$ cat config.mk
export PLATFORM = sky130hd
export DESIGN_NAME = z80_alu_with_flags_flat
export DESIGN_NICKNAME = d
export VERILOG_FILES = /design/src/rtl/core/z80alu_pkg.sv /design/src/rtl/core/z80alu_if.sv /design/src/rtl/core/z80alu_stage.sv /design/src/rtl/core/z80alu_core.sv /design/src/rtl/core/z80_alu_with_flags.sv /design/src/flat_wrapper.sv
export SDC_FILE = /design/constraint.sdc
export NUM_CORES = 1
export LEC_CHECK = 0
export BUFFER_PORTS_ARGS = -buffer_cell sky130_fd_sc_hd__buf_2
export CAP_MARGIN = 40
export CORE_ASPECT_RATIO = 1.75
export CORE_UTILIZATION = 30
export DETAILED_ROUTE_END_ITERATION = 6
export GPL_ROUTABILITY_DRIVEN = 0
export GPL_TIMING_DRIVEN = 0
export PLACE_DENSITY_LB_ADDON = 0.05
export RECOVER_POWER = 100
export SLEW_MARGIN = 20
export SYNTH_ARGS = -nofsm -noshare
export SYNTH_HDL_FRONTEND = slang
export SYNTH_HIERARCHICAL = 1
export SYNTH_SLANG_ARGS = --single-unit
$ cat constraint.sdc
create_clock -name clk -period 8.7 [get_ports clk]
set_input_delay 1.74 -clock clk [delete_from_list [all_inputs] [get_ports clk]]
set_output_delay 1.74 -clock clk [all_outputs]
set_load 0.05 [all_outputs]
$ cat src/rtl/core/z80alu_pkg.sv
// ----------------------------------------------------------------------------
// z80alu_pkg
// Shared types and codes for the Z80 ALU: operation codes, flag bit
// positions and the request/response payloads.
// ----------------------------------------------------------------------------
package z80alu_pkg;

  // Operation codes. Codes 30 and 31 are unused and pass operand_a through.
  typedef enum logic [4:0] {
    OP_ADD   = 5'd0,
    OP_ADC   = 5'd1,
    OP_SUB   = 5'd2,
    OP_SBC   = 5'd3,
    OP_AND   = 5'd4,
    OP_OR    = 5'd5,
    OP_XOR   = 5'd6,
    OP_CP    = 5'd7,
    OP_INC   = 5'd8,
    OP_DEC   = 5'd9,
    OP_ADD16 = 5'd10,
    OP_ADC16 = 5'd11,
    OP_SBC16 = 5'd12,
    OP_INC16 = 5'd13,
    OP_DEC16 = 5'd14,
    OP_RLC   = 5'd15,
    OP_RL    = 5'd16,
    OP_RRC   = 5'd17,
    OP_RR    = 5'd18,
    OP_RLCA  = 5'd19,
    OP_RLA   = 5'd20,
    OP_RRCA  = 5'd21,
    OP_RRA   = 5'd22,
    OP_SLA   = 5'd23,
    OP_SRA   = 5'd24,
    OP_SRL   = 5'd25,
    OP_SLL   = 5'd26,
    OP_BIT   = 5'd27,
    OP_SET   = 5'd28,
    OP_RES   = 5'd29
  } func_t;

  // Flag byte layout: S Z - H - PV N C
  localparam int unsigned FL_S  = 7;
  localparam int unsigned FL_Z  = 6;
  localparam int unsigned FL_H  = 4;
  localparam int unsigned FL_PV = 2;
  localparam int unsigned FL_N  = 1;
  localparam int unsigned FL_C  = 0;

  typedef struct packed {
    logic [4:0]  func;
    logic [15:0] operand_a;
    logic [15:0] operand_b;
    logic [2:0]  bit_index;
    logic [7:0]  flags_in;
  } req_t;

  typedef struct packed {
    logic [15:0] result;
    logic [7:0]  flags_out;
  } rsp_t;

endpackage

$ cat src/rtl/core/z80alu_if.sv
// ----------------------------------------------------------------------------
// z80alu_if
// Valid/ready channel carrying one payload item per handshake.
// ----------------------------------------------------------------------------
interface z80alu_if #(
  parameter type payload_t = logic
);
  logic     valid;
  logic     ready;
  payload_t data;

  modport source (output valid, output data, input ready);
  modport sink   (input valid, input data, output ready);
endinterface

$ cat src/rtl/core/z80alu_stage.sv
// ----------------------------------------------------------------------------
// z80alu_stage
// One pipeline register with valid bit; fills while downstream drains.
// ----------------------------------------------------------------------------
module z80alu_stage #(
  parameter type payload_t = logic
) (
  input  logic clk,
  input  logic rst,
  z80alu_if.sink   up,
  z80alu_if.source dn
);

  logic     valid;
  payload_t data;

  assign up.ready = !valid || dn.ready;
  assign dn.valid = valid;
  assign dn.data  = data;

  always_ff @(posedge clk) begin
    if (rst) begin
      valid <= 1'b0;
    end else if (up.ready) begin
      valid <= up.valid;
    end
  end

  always_ff @(posedge clk) begin
    if (up.valid && up.ready) begin
      data <= up.data;
    end
  end

endmodule

$ cat src/rtl/core/z80alu_core.sv
// ----------------------------------------------------------------------------
// z80alu_core
// Result and flag logic for one operation; handshake passes straight through.
// ----------------------------------------------------------------------------
module z80alu_core (
  z80alu_if.sink   op,
  z80alu_if.source res
);

  localparam logic [7:0] INC_OVF = 8'h7F;
  localparam logic [7:0] DEC_OVF = 8'h80;

  function automatic logic even_par(input logic [7:0] v);
    even_par = ~^v;
  endfunction

  assign res.valid = op.valid;
  assign op.ready  = res.ready;

  logic [4:0]  func;
  logic [15:0] a16, b16;
  logic [7:0]  a, b;
  logic        c;

  assign func = op.data.func;
  assign a16  = op.data.operand_a;
  assign b16  = op.data.operand_b;
  assign a    = a16[7:0];
  assign b    = b16[7:0];
  assign c    = op.data.flags_in[z80alu_pkg::FL_C];

  // 8-bit and 16-bit adders/subtractors with carry-in
  logic       cin8, cin16;
  logic [8:0] sum8, dif8;
  logic [4:0] hsum8, hdif8;
  logic [16:0] sum16, dif16;
  logic [12:0] hsum16, hdif16;
  logic [7:0]  mask;

  assign cin8  = (func == z80alu_pkg::OP_ADC || func == z80alu_pkg::OP_SBC) ? c : 1'b0;
  assign cin16 = (func == z80alu_pkg::OP_ADC16) ? c : 1'b0;

  assign sum8   = {1'b0, a} + {1'b0, b} + 9'(cin8);
  assign dif8   = {1'b0, a} - {1'b0, b} - 9'(cin8);
  assign hsum8  = {1'b0, a[3:0]} + {1'b0, b[3:0]} + 5'(cin8);
  assign hdif8  = {1'b0, a[3:0]} - {1'b0, b[3:0]} - 5'(cin8);
  assign sum16  = {1'b0, a16} + {1'b0, b16} + 17'(cin16);
  assign dif16  = {1'b0, a16} - {1'b0, b16} - 17'(c);
  assign hsum16 = {1'b0, a16[11:0]} + {1'b0, b16[11:0]} + 13'(cin16);
  assign hdif16 = {1'b0, a16[11:0]} - {1'b0, b16[11:0]} - 13'(c);
  assign mask   = 8'(8'd1 << op.data.bit_index);

  always_comb begin
    logic [7:0]  f;
    logic [7:0]  r8;
    logic [15:0] r;
    logic [7:0]  t;
    f  = op.data.flags_in;
    r8 = 8'h00;
    r  = a16;
    t  = a & mask;
    case (func)
      z80alu_pkg::OP_ADD, z80alu_pkg::OP_ADC: begin
        r8 = sum8[7:0];
        f[z80alu_pkg::FL_H]  = hsum8[4];
        f[z80alu_pkg::FL_C]  = sum8[8];
        f[z80alu_pkg::FL_PV] = ~(a[7] ^ b[7]) & (a[7] ^ r8[7]);
        f[z80alu_pkg::FL_S]  = r8[7];
        f[z80alu_pkg::FL_Z]  = (r8 == 8'h00);
        f[z80alu_pkg::FL_N]  = 1'b0;
        r = {8'h00, r8};
      end
      z80alu_pkg::OP_SUB, z80alu_pkg::OP_SBC, z80alu_pkg::OP_CP: begin
        r8 = dif8[7:0];
        f[z80alu_pkg::FL_H]  = hdif8[4];
        f[z80alu_pkg::FL_C]  = dif8[8];
        f[z80alu_pkg::FL_PV] = (a[7] ^ b[7]) & (a[7] ^ r8[7]);
        f[z80alu_pkg::FL_S]  = r8[7];
        f[z80alu_pkg::FL_Z]  = (r8 == 8'h00);
        f[z80alu_pkg::FL_N]  = 1'b1;
        // compare keeps the accumulator
        r = (func == z80alu_pkg::OP_CP) ? {8'h00, a} : {8'h00, r8};
      end
      z80alu_pkg::OP_AND, z80alu_pkg::OP_OR, z80alu_pkg::OP_XOR: begin
        r8 = (func == z80alu_pkg::OP_AND) ? (a & b) :
             (func == z80alu_pkg::OP_OR)  ? (a | b) : (a ^ b);
        f[z80alu_pkg::FL_S]  = r8[7];
        f[z80alu_pkg::FL_Z]  = (r8 == 8'h00);
        f[z80alu_pkg::FL_PV] = even_par(r8);
        f[z80alu_pkg::FL_H]  = (func == z80alu_pkg::OP_AND);
        f[z80alu_pkg::FL_N]  = 1'b0;
        f[z80alu_pkg::FL_C]  = 1'b0;
        r = {8'h00, r8};
      end
      z80alu_pkg::OP_INC: begin
        r8 = a + 8'd1;
        f[z80alu_pkg::FL_S]  = r8[7];
        f[z80alu_pkg::FL_Z]  = (r8 == 8'h00);
        f[z80alu_pkg::FL_PV] = (a == INC_OVF);
        f[z80alu_pkg::FL_N]  = 1'b0;
        f[z80alu_pkg::FL_H]  = (a[3:0] == 4'hF);
        r = {8'h00, r8};
      end
      z80alu_pkg::OP_DEC: begin
        r8 = a - 8'd1;
        f[z80alu_pkg::FL_S]  = r8[7];
        f[z80alu_pkg::FL_Z]  = (r8 == 8'h00);
        f[z80alu_pkg::FL_PV] = (a == DEC_OVF);
        f[z80alu_pkg::FL_N]  = 1'b1;
        f[z80alu_pkg::FL_H]  = (a[3:0] == 4'h0);
        r = {8'h00, r8};
      end
      z80alu_pkg::OP_ADD16, z80alu_pkg::OP_ADC16: begin
        r = sum16[15:0];
        f[z80alu_pkg::FL_H] = hsum16[12];
        f[z80alu_pkg::FL_N] = 1'b0;
        f[z80alu_pkg::FL_C] = sum16[16];
        if (func == z80alu_pkg::OP_ADC16) begin
          f[z80alu_pkg::FL_S]  = r[15];
          f[z80alu_pkg::FL_Z]  = (r == 16'h0000);
          f[z80alu_pkg::FL_PV] = ~(a16[15] ^ b16[15]) & (a16[15] ^ r[15]);
        end
      end
      z80alu_pkg::OP_SBC16: begin
        r = dif16[15:0];
        f[z80alu_pkg::FL_S]  = r[15];
        f[z80alu_pkg::FL_Z]  = (r == 16'h0000);
        f[z80alu_pkg::FL_H]  = hdif16[12];
        f[z80alu_pkg::FL_PV] = (a16[15] ^ b16[15]) & (a16[15] ^ r[15]);
        f[z80alu_pkg::FL_N]  = 1'b1;
        f[z80alu_pkg::FL_C]  = dif16[16];
      end
      z80alu_pkg::OP_INC16: r = a16 + 16'd1;
      z80alu_pkg::OP_DEC16: r = a16 - 16'd1;
      z80alu_pkg::OP_RLC, z80alu_pkg::OP_RL, z80alu_pkg::OP_RRC, z80alu_pkg::OP_RR,
      z80alu_pkg::OP_RLCA, z80alu_pkg::OP_RLA, z80alu_pkg::OP_RRCA, z80alu_pkg::OP_RRA: begin
        if (func inside {z80alu_pkg::OP_RLC, z80alu_pkg::OP_RLCA}) begin
          r8 = {a[6:0], a[7]};
          f[z80alu_pkg::FL_C] = a[7];
        end else if (func inside {z80alu_pkg::OP_RL, z80alu_pkg::OP_RLA}) begin
          r8 = {a[6:0], c};
          f[z80alu_pkg::FL_C] = a[7];
        end else if (func inside {z80alu_pkg::OP_RRC, z80alu_pkg::OP_RRCA}) begin
          r8 = {a[0], a[7:1]};
          f[z80alu_pkg::FL_C] = a[0];
        end else begin
          r8 = {c, a[7:1]};
          f[z80alu_pkg::FL_C] = a[0];
        end
        f[z80alu_pkg::FL_H] = 1'b0;
        f[z80alu_pkg::FL_N] = 1'b0;
        // accumulator forms leave S, Z and PV alone
        if (func <= z80alu_pkg::OP_RR) begin
          f[z80alu_pkg::FL_S]  = r8[7];
          f[z80alu_pkg::FL_Z]  = (r8 == 8'h00);
          f[z80alu_pkg::FL_PV] = even_par(r8);
        end
        r = {8'h00, r8};
      end
      z80alu_pkg::OP_SLA, z80alu_pkg::OP_SRA, z80alu_pkg::OP_SRL, z80alu_pkg::OP_SLL: begin
        if (func inside {z80alu_pkg::OP_SLA, z80alu_pkg::OP_SLL}) begin
          r8 = {a[6:0], (func == z80alu_pkg::OP_SLL)};
          f[z80alu_pkg::FL_C] = a[7];
        end else begin
          r8 = {(func == z80alu_pkg::OP_SRA) & a[7], a[7:1]};
          f[z80alu_pkg::FL_C] = a[0];
        end
        f[z80alu_pkg::FL_S]  = r8[7];
        f[z80alu_pkg::FL_Z]  = (r8 == 8'h00);
        f[z80alu_pkg::FL_PV] = even_par(r8);
        f[z80alu_pkg::FL_H]  = 1'b0;
        f[z80alu_pkg::FL_N]  = 1'b0;
        r = {8'h00, r8};
      end
      z80alu_pkg::OP_BIT: begin
        f[z80alu_pkg::FL_S]  = t[7];
        f[z80alu_pkg::FL_PV] = (t == 8'h00);
        f[z80alu_pkg::FL_Z]  = (t == 8'h00);
        f[z80alu_pkg::FL_H]  = 1'b1;
        f[z80alu_pkg::FL_N]  = 1'b0;
        r = {8'h00, a};
      end
      z80alu_pkg::OP_SET: r = {8'h00, a | mask};
      z80alu_pkg::OP_RES: r = {8'h00, a & ~mask};
      default: r = a16;
    endcase
    res.data.result    = r;
    res.data.flags_out = f;
  end

endmodule

$ cat src/rtl/core/z80_alu_with_flags.sv
// ----------------------------------------------------------------------------
// z80_alu_with_flags
// Z80 ALU with flag generation, registered on both sides.
// ----------------------------------------------------------------------------
// Path: input register, then the combinational ALU logic, then the result register.
// Throughput: one item per cycle unless a held response stalls; the ALU
//   logic between the two registers is combinational result and flag logic.
// Backpressure: a held response stalls the result register; the input
//   register still takes an item while it is empty.
// Reset: rst (synchronous) clears both valid bits; payload is not reset.
module z80_alu_with_flags (
  input logic clk,
  input logic rst,
  z80alu_if.sink   req,
  z80alu_if.source rsp
);

  // Request held in the input register, fed straight to the ALU logic
  z80alu_if #(.payload_t(z80alu_pkg::req_t)) op_ch ();
  // ALU output, captured by the result register
  z80alu_if #(.payload_t(z80alu_pkg::rsp_t)) res_ch ();

  // Input register: accepts whenever it is empty or its item moves on.
  z80alu_stage #(.payload_t(z80alu_pkg::req_t)) u_in_stage (
    .clk (clk),
    .rst (rst),
    .up  (req),
    .dn  (op_ch)
  );

  // One-pass result and flag logic.
  z80alu_core u_core (
    .op  (op_ch),
    .res (res_ch)
  );

  // Result register: holds the response until the consumer takes it.
  z80alu_stage #(.payload_t(z80alu_pkg::rsp_t)) u_out_stage (
    .clk (clk),
    .rst (rst),
    .up  (res_ch),
    .dn  (rsp)
  );

endmodule

$ cat src/flat_wrapper.sv
// flat-port wrapper written by rule: the top's interface ports become plain ports
module z80_alu_with_flags_flat import z80alu_pkg::*;
  (clk, rst, req_valid, req_data, req_ready, rsp_valid, rsp_data, rsp_ready);
  z80alu_if #(.payload_t(req_t)) req_i ();
  z80alu_if #(.payload_t(rsp_t)) rsp_i ();
  input logic clk;
  input logic rst;
  input wire logic [$bits(req_i.valid)-1:0] req_valid;
  input wire logic [$bits(req_i.data)-1:0] req_data;
  output wire logic [$bits(req_i.ready)-1:0] req_ready;
  output wire logic [$bits(rsp_i.valid)-1:0] rsp_valid;
  output wire logic [$bits(rsp_i.data)-1:0] rsp_data;
  input wire logic [$bits(rsp_i.ready)-1:0] rsp_ready;
  assign req_i.valid = req_valid;
  assign req_i.data = req_data;
  assign req_ready = req_i.ready;
  assign rsp_valid = rsp_i.valid;
  assign rsp_data = rsp_i.data;
  assign rsp_i.ready = rsp_ready;
  z80_alu_with_flags u_core (.clk(clk), .rst(rst), .req(req_i), .rsp(rsp_i));
endmodule
Word level (Yosys, flattened, before mapping)
Index checks and enable logic that the tools add are counted.

Bits in read-only memories: 0. RAM bits: 0. Output and inout port bits: 26. Bits in latches: 0. Memories: 0. Input bits: 52. Register bits: 74.

$add $sub $neg: 20. Reduce and logical (&&, ||, !) cells: 33. Multiplexer cells: 23. Multipliers: 0. Divide/modulo/power cells: 0. Bitwise logic cells: 20. Magnitude comparators: 1. Eq/ne operators: 32. Shift-type cells: 1.

Operators by type and width (count): $pmux 16 s14 (1); $mux 8 (9); $eq 5x5->1 const B (14); $logic_not 8->1 (8); $eq 5x4->1 const B (8); $pmux 2 s10 (2); $logic_not 16->1 (2); $and 8x8->8 (3); $reduce_xnor 8->1 (3); $eq 5x3->1 const B (4); $add 16x16->17 (1); $add 17x1->17 (1); $sub 16x16->17 (1); $sub 17x1->17 (1); $add 16x1->16 const B (1); $or 8x8->8 (2); $sub 16x1->16 const B (1); $add 12x12->13 (1); $add 13x1->13 (1); $sub 12x12->13 (1); $sub 13x1->13 (1); $reduce_or 12->1 (1); $eq 5x2->1 const B (2); $add 8x8->9 (1); 34 further kinds (60).

Depth between registers and ports, before layout
Depth in word-level cells: 9. Depth in mapped cells: 19. Mapped depth without buffers: 17.

Modules after synthesis
The synthesis kept the hierarchy.

By module, submodules not included: z80alu_core (cells an instance 886, area an instance 5982.0 um2, seq. area each 0.0 um2, times used 1); z80alu_stage (u_core.u_in_stage) (cells an instance 53, area an instance 1496.4 um2, seq. area each 1461.4 um2, times used 1); z80alu_stage (u_core.u_out_stage) (cells an instance 29, area an instance 775.7 um2, seq. area each 740.7 um2, times used 1).

Worst setup path before layout
Ideal clock, no wire load.

Path kind: flip-flop to flip-flop. From: reg, netlist name u_core/u_in_stage/dn.data[44]. To: reg, netlist name u_core/u_out_stage/dn.data[6]. Required time: 8.571 ns. Library setup time: 0.129 ns. Slack: 4.420 ns. Clock period less this slack: 4.280 ns. Arrival: 4.151 ns. Path buffers: 4. Stages on the path, launching flop included: 20. Cell sequence: edfxtp_1 buf_2 clkbuf_1 buf_1 nand2_1 nor2_1 clkbuf_1 nand3_1 fa_1 inv_1 fa_1 a21o_1 a21oi_2 o21ai_1 xnor2_1 or4_1 nor4_1 nand4_1 nor4b_1 a21o_1.

==> results.cfg <==
[worst_setup_path]
criticalPathCategory = register to register
cp.arrival_ns = 6.93
crit_top_cell = clkbuf_1
path_cells = clkbuf_1 > clkbuf_1 > clkbuf_1 > nand2_1 > nor2_1 > clkbuf_1 > nand3_1 > fa_1 > inv_1 > fa_1 > a21o_1 > a21oi_1 > o21ai_0 > xnor2_1 > or4_1 > nor4_1 > nand4_1 > nor4b_1 > a21o_1
critPathSlowestCell = clkbuf_1
crit_family = simple AND/OR/NAND/NOR gates
crit_buf_inv = 5
worstSetupStartpointType = register
max_stage_delay_ns = 0.67
ff2ff_path_depth = 19
worst-path-stages = 19
cp-end-kind = register
crit_required_ns = 8.94
crit_path_max_fanout = 10

[sta]
maxSlewViolCount = 74
rsz0062_at_grt = false
period_share_pct = 76.9
skew_ns = 0.0122
slew_headroom_pct = -139
fin_crit_ns = 6.69
fin_setup_tns_ns = 0
fmax_ghz = 0.150
finalHoldViolCount = 0
setup_viol = 0
worstMarginPinSlew_ns = 3.59

[cells_and_area]
area_growth_pct = 13.9
final_cell_area_sq_um = 9400
fillCellCount = 2886
fin_util_pct = 34.6
drive_above_1_share_pct = 10.7
layout_commonest_cell = ha_1
multiInputGateArea_sq_um = 5530
regArea_sq_um = 2200
diodes = 0
final_cell_mix = ha_1 (89), nand2_1 (81), nor2_1 (72), edfxtp_1 (72)
fin_nets = 1213

[pwr]
p_leak_nw = 3.72
power_frac_clock_pct = 28.6
power_w = 0.00143
pwr-share-seq_pct = 31.0
switchingPower_w = 0.000578
swShare_pct = 40.5
p_int_w = 0.000851
power_frac_comb_pct = 40.4
power.density_nw_per_um2 = 152
ir_worst_vdd_mv = 0.105

[synthesis]
synth_edf_count = 72
avgSynthCellArea_sq_um = 8.53
ys_types = 87
ys_ff_latch = 74
yosysWarnings = 6
synth_nets = 1118
syn-cell-area_sq_um = 8250
synthFlopType = edfxtp_1
yosysSeqAreaShare_pct = 26.7
synth-async-reset-ratio_pct = 0
synth_cells = 968

[global_routing]
grt_pass1_wl_mm = 52.4
grt_pass1_vias = 8248
grt_use_total_pct = 26.1
grt_max_degree = 49
grt-ovfl-total = 0
antenna_found_initial = 0

[routing]
vias_per_cell = 5.57
ant_nets = 0
remaining_drc_errors = 1
routed-via-count = 8009
wl_per_cell_um = 24.9
postRouteWirelength_mm = 35.8
drtIter0Drc = 635
first_pass_iters = 7

[die]
die_height_um = 221
fp.dieW_um = 127
io_pins = 78
row_count = 80
coreArea_sq_um = 27100
dieArea_sq_um = 28200
start_util_pct = 30.4

[placed_design]
portBuffers = 77
place_area_sq_um = 9160
dp_hpwl_mm = 28.6

[cts]
htree_num_levels = 3
numCtsBuffers = 9
clock_sinks = 74
cts_max_path_buffers = 2
clkTransAtPathRegs_ns = 0.07
cts_tree = yes
cts_hold_buf = 0
clockRootBuffer = clkbuf_16
post-cts-setup-buffer-count = 0
cts_resized = 0
clock_latency_ns = 0.39

[run]
drv_cap = 2

[outcome]
status = complete, but fails checks
violations = design-rule violations, max-capacitance violations, max-slew violations

[worst_hold_path]
hp-class = register to register
whs_path_depth = 2
-- cell families after synthesis --
group | synth area share (%)
AND/OR/NAND/NOR | 18.0
AO/OA/AOI/OAI | 23.7
buffers and inverters | 5.96
adder cells (fa/ha/maj) | 15.7
XOR/XNOR | 7.96
flip-flops | 26.7
multiplexers | 2.09
-- per-layer routing --
metal | track usage [%] | part of all wire, % | routed length, um | vias up
li1 | - | - | - | 3776
met1 | 25.1 | 35 | 12600 | 3862
met2 | 49.2 | 54 | 19300 | 267
met3 | 2.76 | 2.9 | 1060 | 104
met4 | 21.0 | 7.8 | 2790 | 0
met5 | 0 | 0 | 0 | -
-- cell usage after synthesis (9+ instances only) --
cell type  number  area share (%)
nor3_1         29             1.8
fa_1            9             2.2
a21oi_1        66             4.0
nand4_1        13            0.99
edfxtp_1       72              26
mux2i_1        15             1.8
and3_1          9            0.68
ha_1           89              13
o21ai_0        56             3.4
nand2b_1       16             1.2
xor2_1         12             1.3
inv_1          68             3.1
nand3_1        16            0.97
a21o_1         12             1.1
xnor2_1        63             6.7
a221oi_1       12             1.3
nor2_1         72             3.3
a31oi_1        15             1.1
nor2b_1        13            0.99
clkbuf_1       28             1.3
o211ai_1       13             1.2
nand2_1        81             3.7
o22ai_1        18             1.4
-- cell type report --
| type | count | area share [%] |
|---|---|---|
| multi-input combinational | 775 | 58.8 |
| inverter | 72 | 2.88 |
| tap | 369 | 4.91 |
| timing repair buffer | 84 | 4.31 |
| buffer | 47 | 2.34 |
| sequential | 74 | 23.4 |
| clock inverter | 7 | 0.892 |
| clock buffer | 9 | 2.40 |
-- registers in the layout, summed over array words and instances, names as in the netlist --
signal and count:
u_core/u_out_stage/dn.valid 1, u_core/u_out_stage/dn.data 24, u_core/u_in_stage/dn.valid 1, u_core/u_in_stage/dn.data 48
-- worst register-to-register path, cell delays in order (launching register included) --
cell	delay [ns]
edfxtp_1	0.32
clkbuf_1	0.34
clkbuf_1	0.41
clkbuf_1	0.47
nand2_1	0.22
nor2_1	0.38
clkbuf_1	0.67
nand3_1	0.24
fa_1	0.51
inv_1	0.11
fa_1	0.33
a21o_1	0.16
a21oi_1	0.18
o21ai_0	0.26
xnor2_1	0.14
or4_1	0.54
nor4_1	0.45
nand4_1	0.25
nor4b_1	0.38
a21o_1	0.20
-- power by group through the flow --
stage / Combinational (W) / Clock, W / Sequential (W)
3_5_place_dp: 0.000575 / 0 / 0.000451
6_report: 0.000577 / 0.000408 / 0.000443
2_1_floorplan: 0.000367 / 0 / 0.000470
4_1_cts: 0.000579 / 0.000425 / 0.000443
5_1_grt: 0.000625 / 0.000430 / 0.000447
3_3_place_gp: 0.000574 / 0 / 0.000450
-- path summary, 6_finish.rpt --
check	startpoint	to	slack [ns]
worst max-delay path	u_core/u_in_stage/dn.data[44]	u_core/u_out_stage/dn.data[6]	2.01
worst min-delay path	u_core/u_out_stage/dn.valid	u_core/u_out_stage/dn.valid	0.53
worst max register to register	u_core/u_in_stage/dn.data[44]	u_core/u_out_stage/dn.data[6]	2.01
worst min register to register	u_core/u_out_stage/dn.valid	u_core/u_out_stage/dn.valid	0.53
-- per-stage QoR --
stage,cells,setup slack [ns],hold WS (ns)
2_1_floorplan,968,4.42,0.490
3_3_place_gp,1414,2.42,0.493
3_5_place_dp,1421,2.41,0.499
4_1_cts,1437,2.40,0.509
5_1_grt,1437,1.72,0.552
6_report,1437,2.01,0.534
No activity file was read; power rests on OpenSTA's default activity.
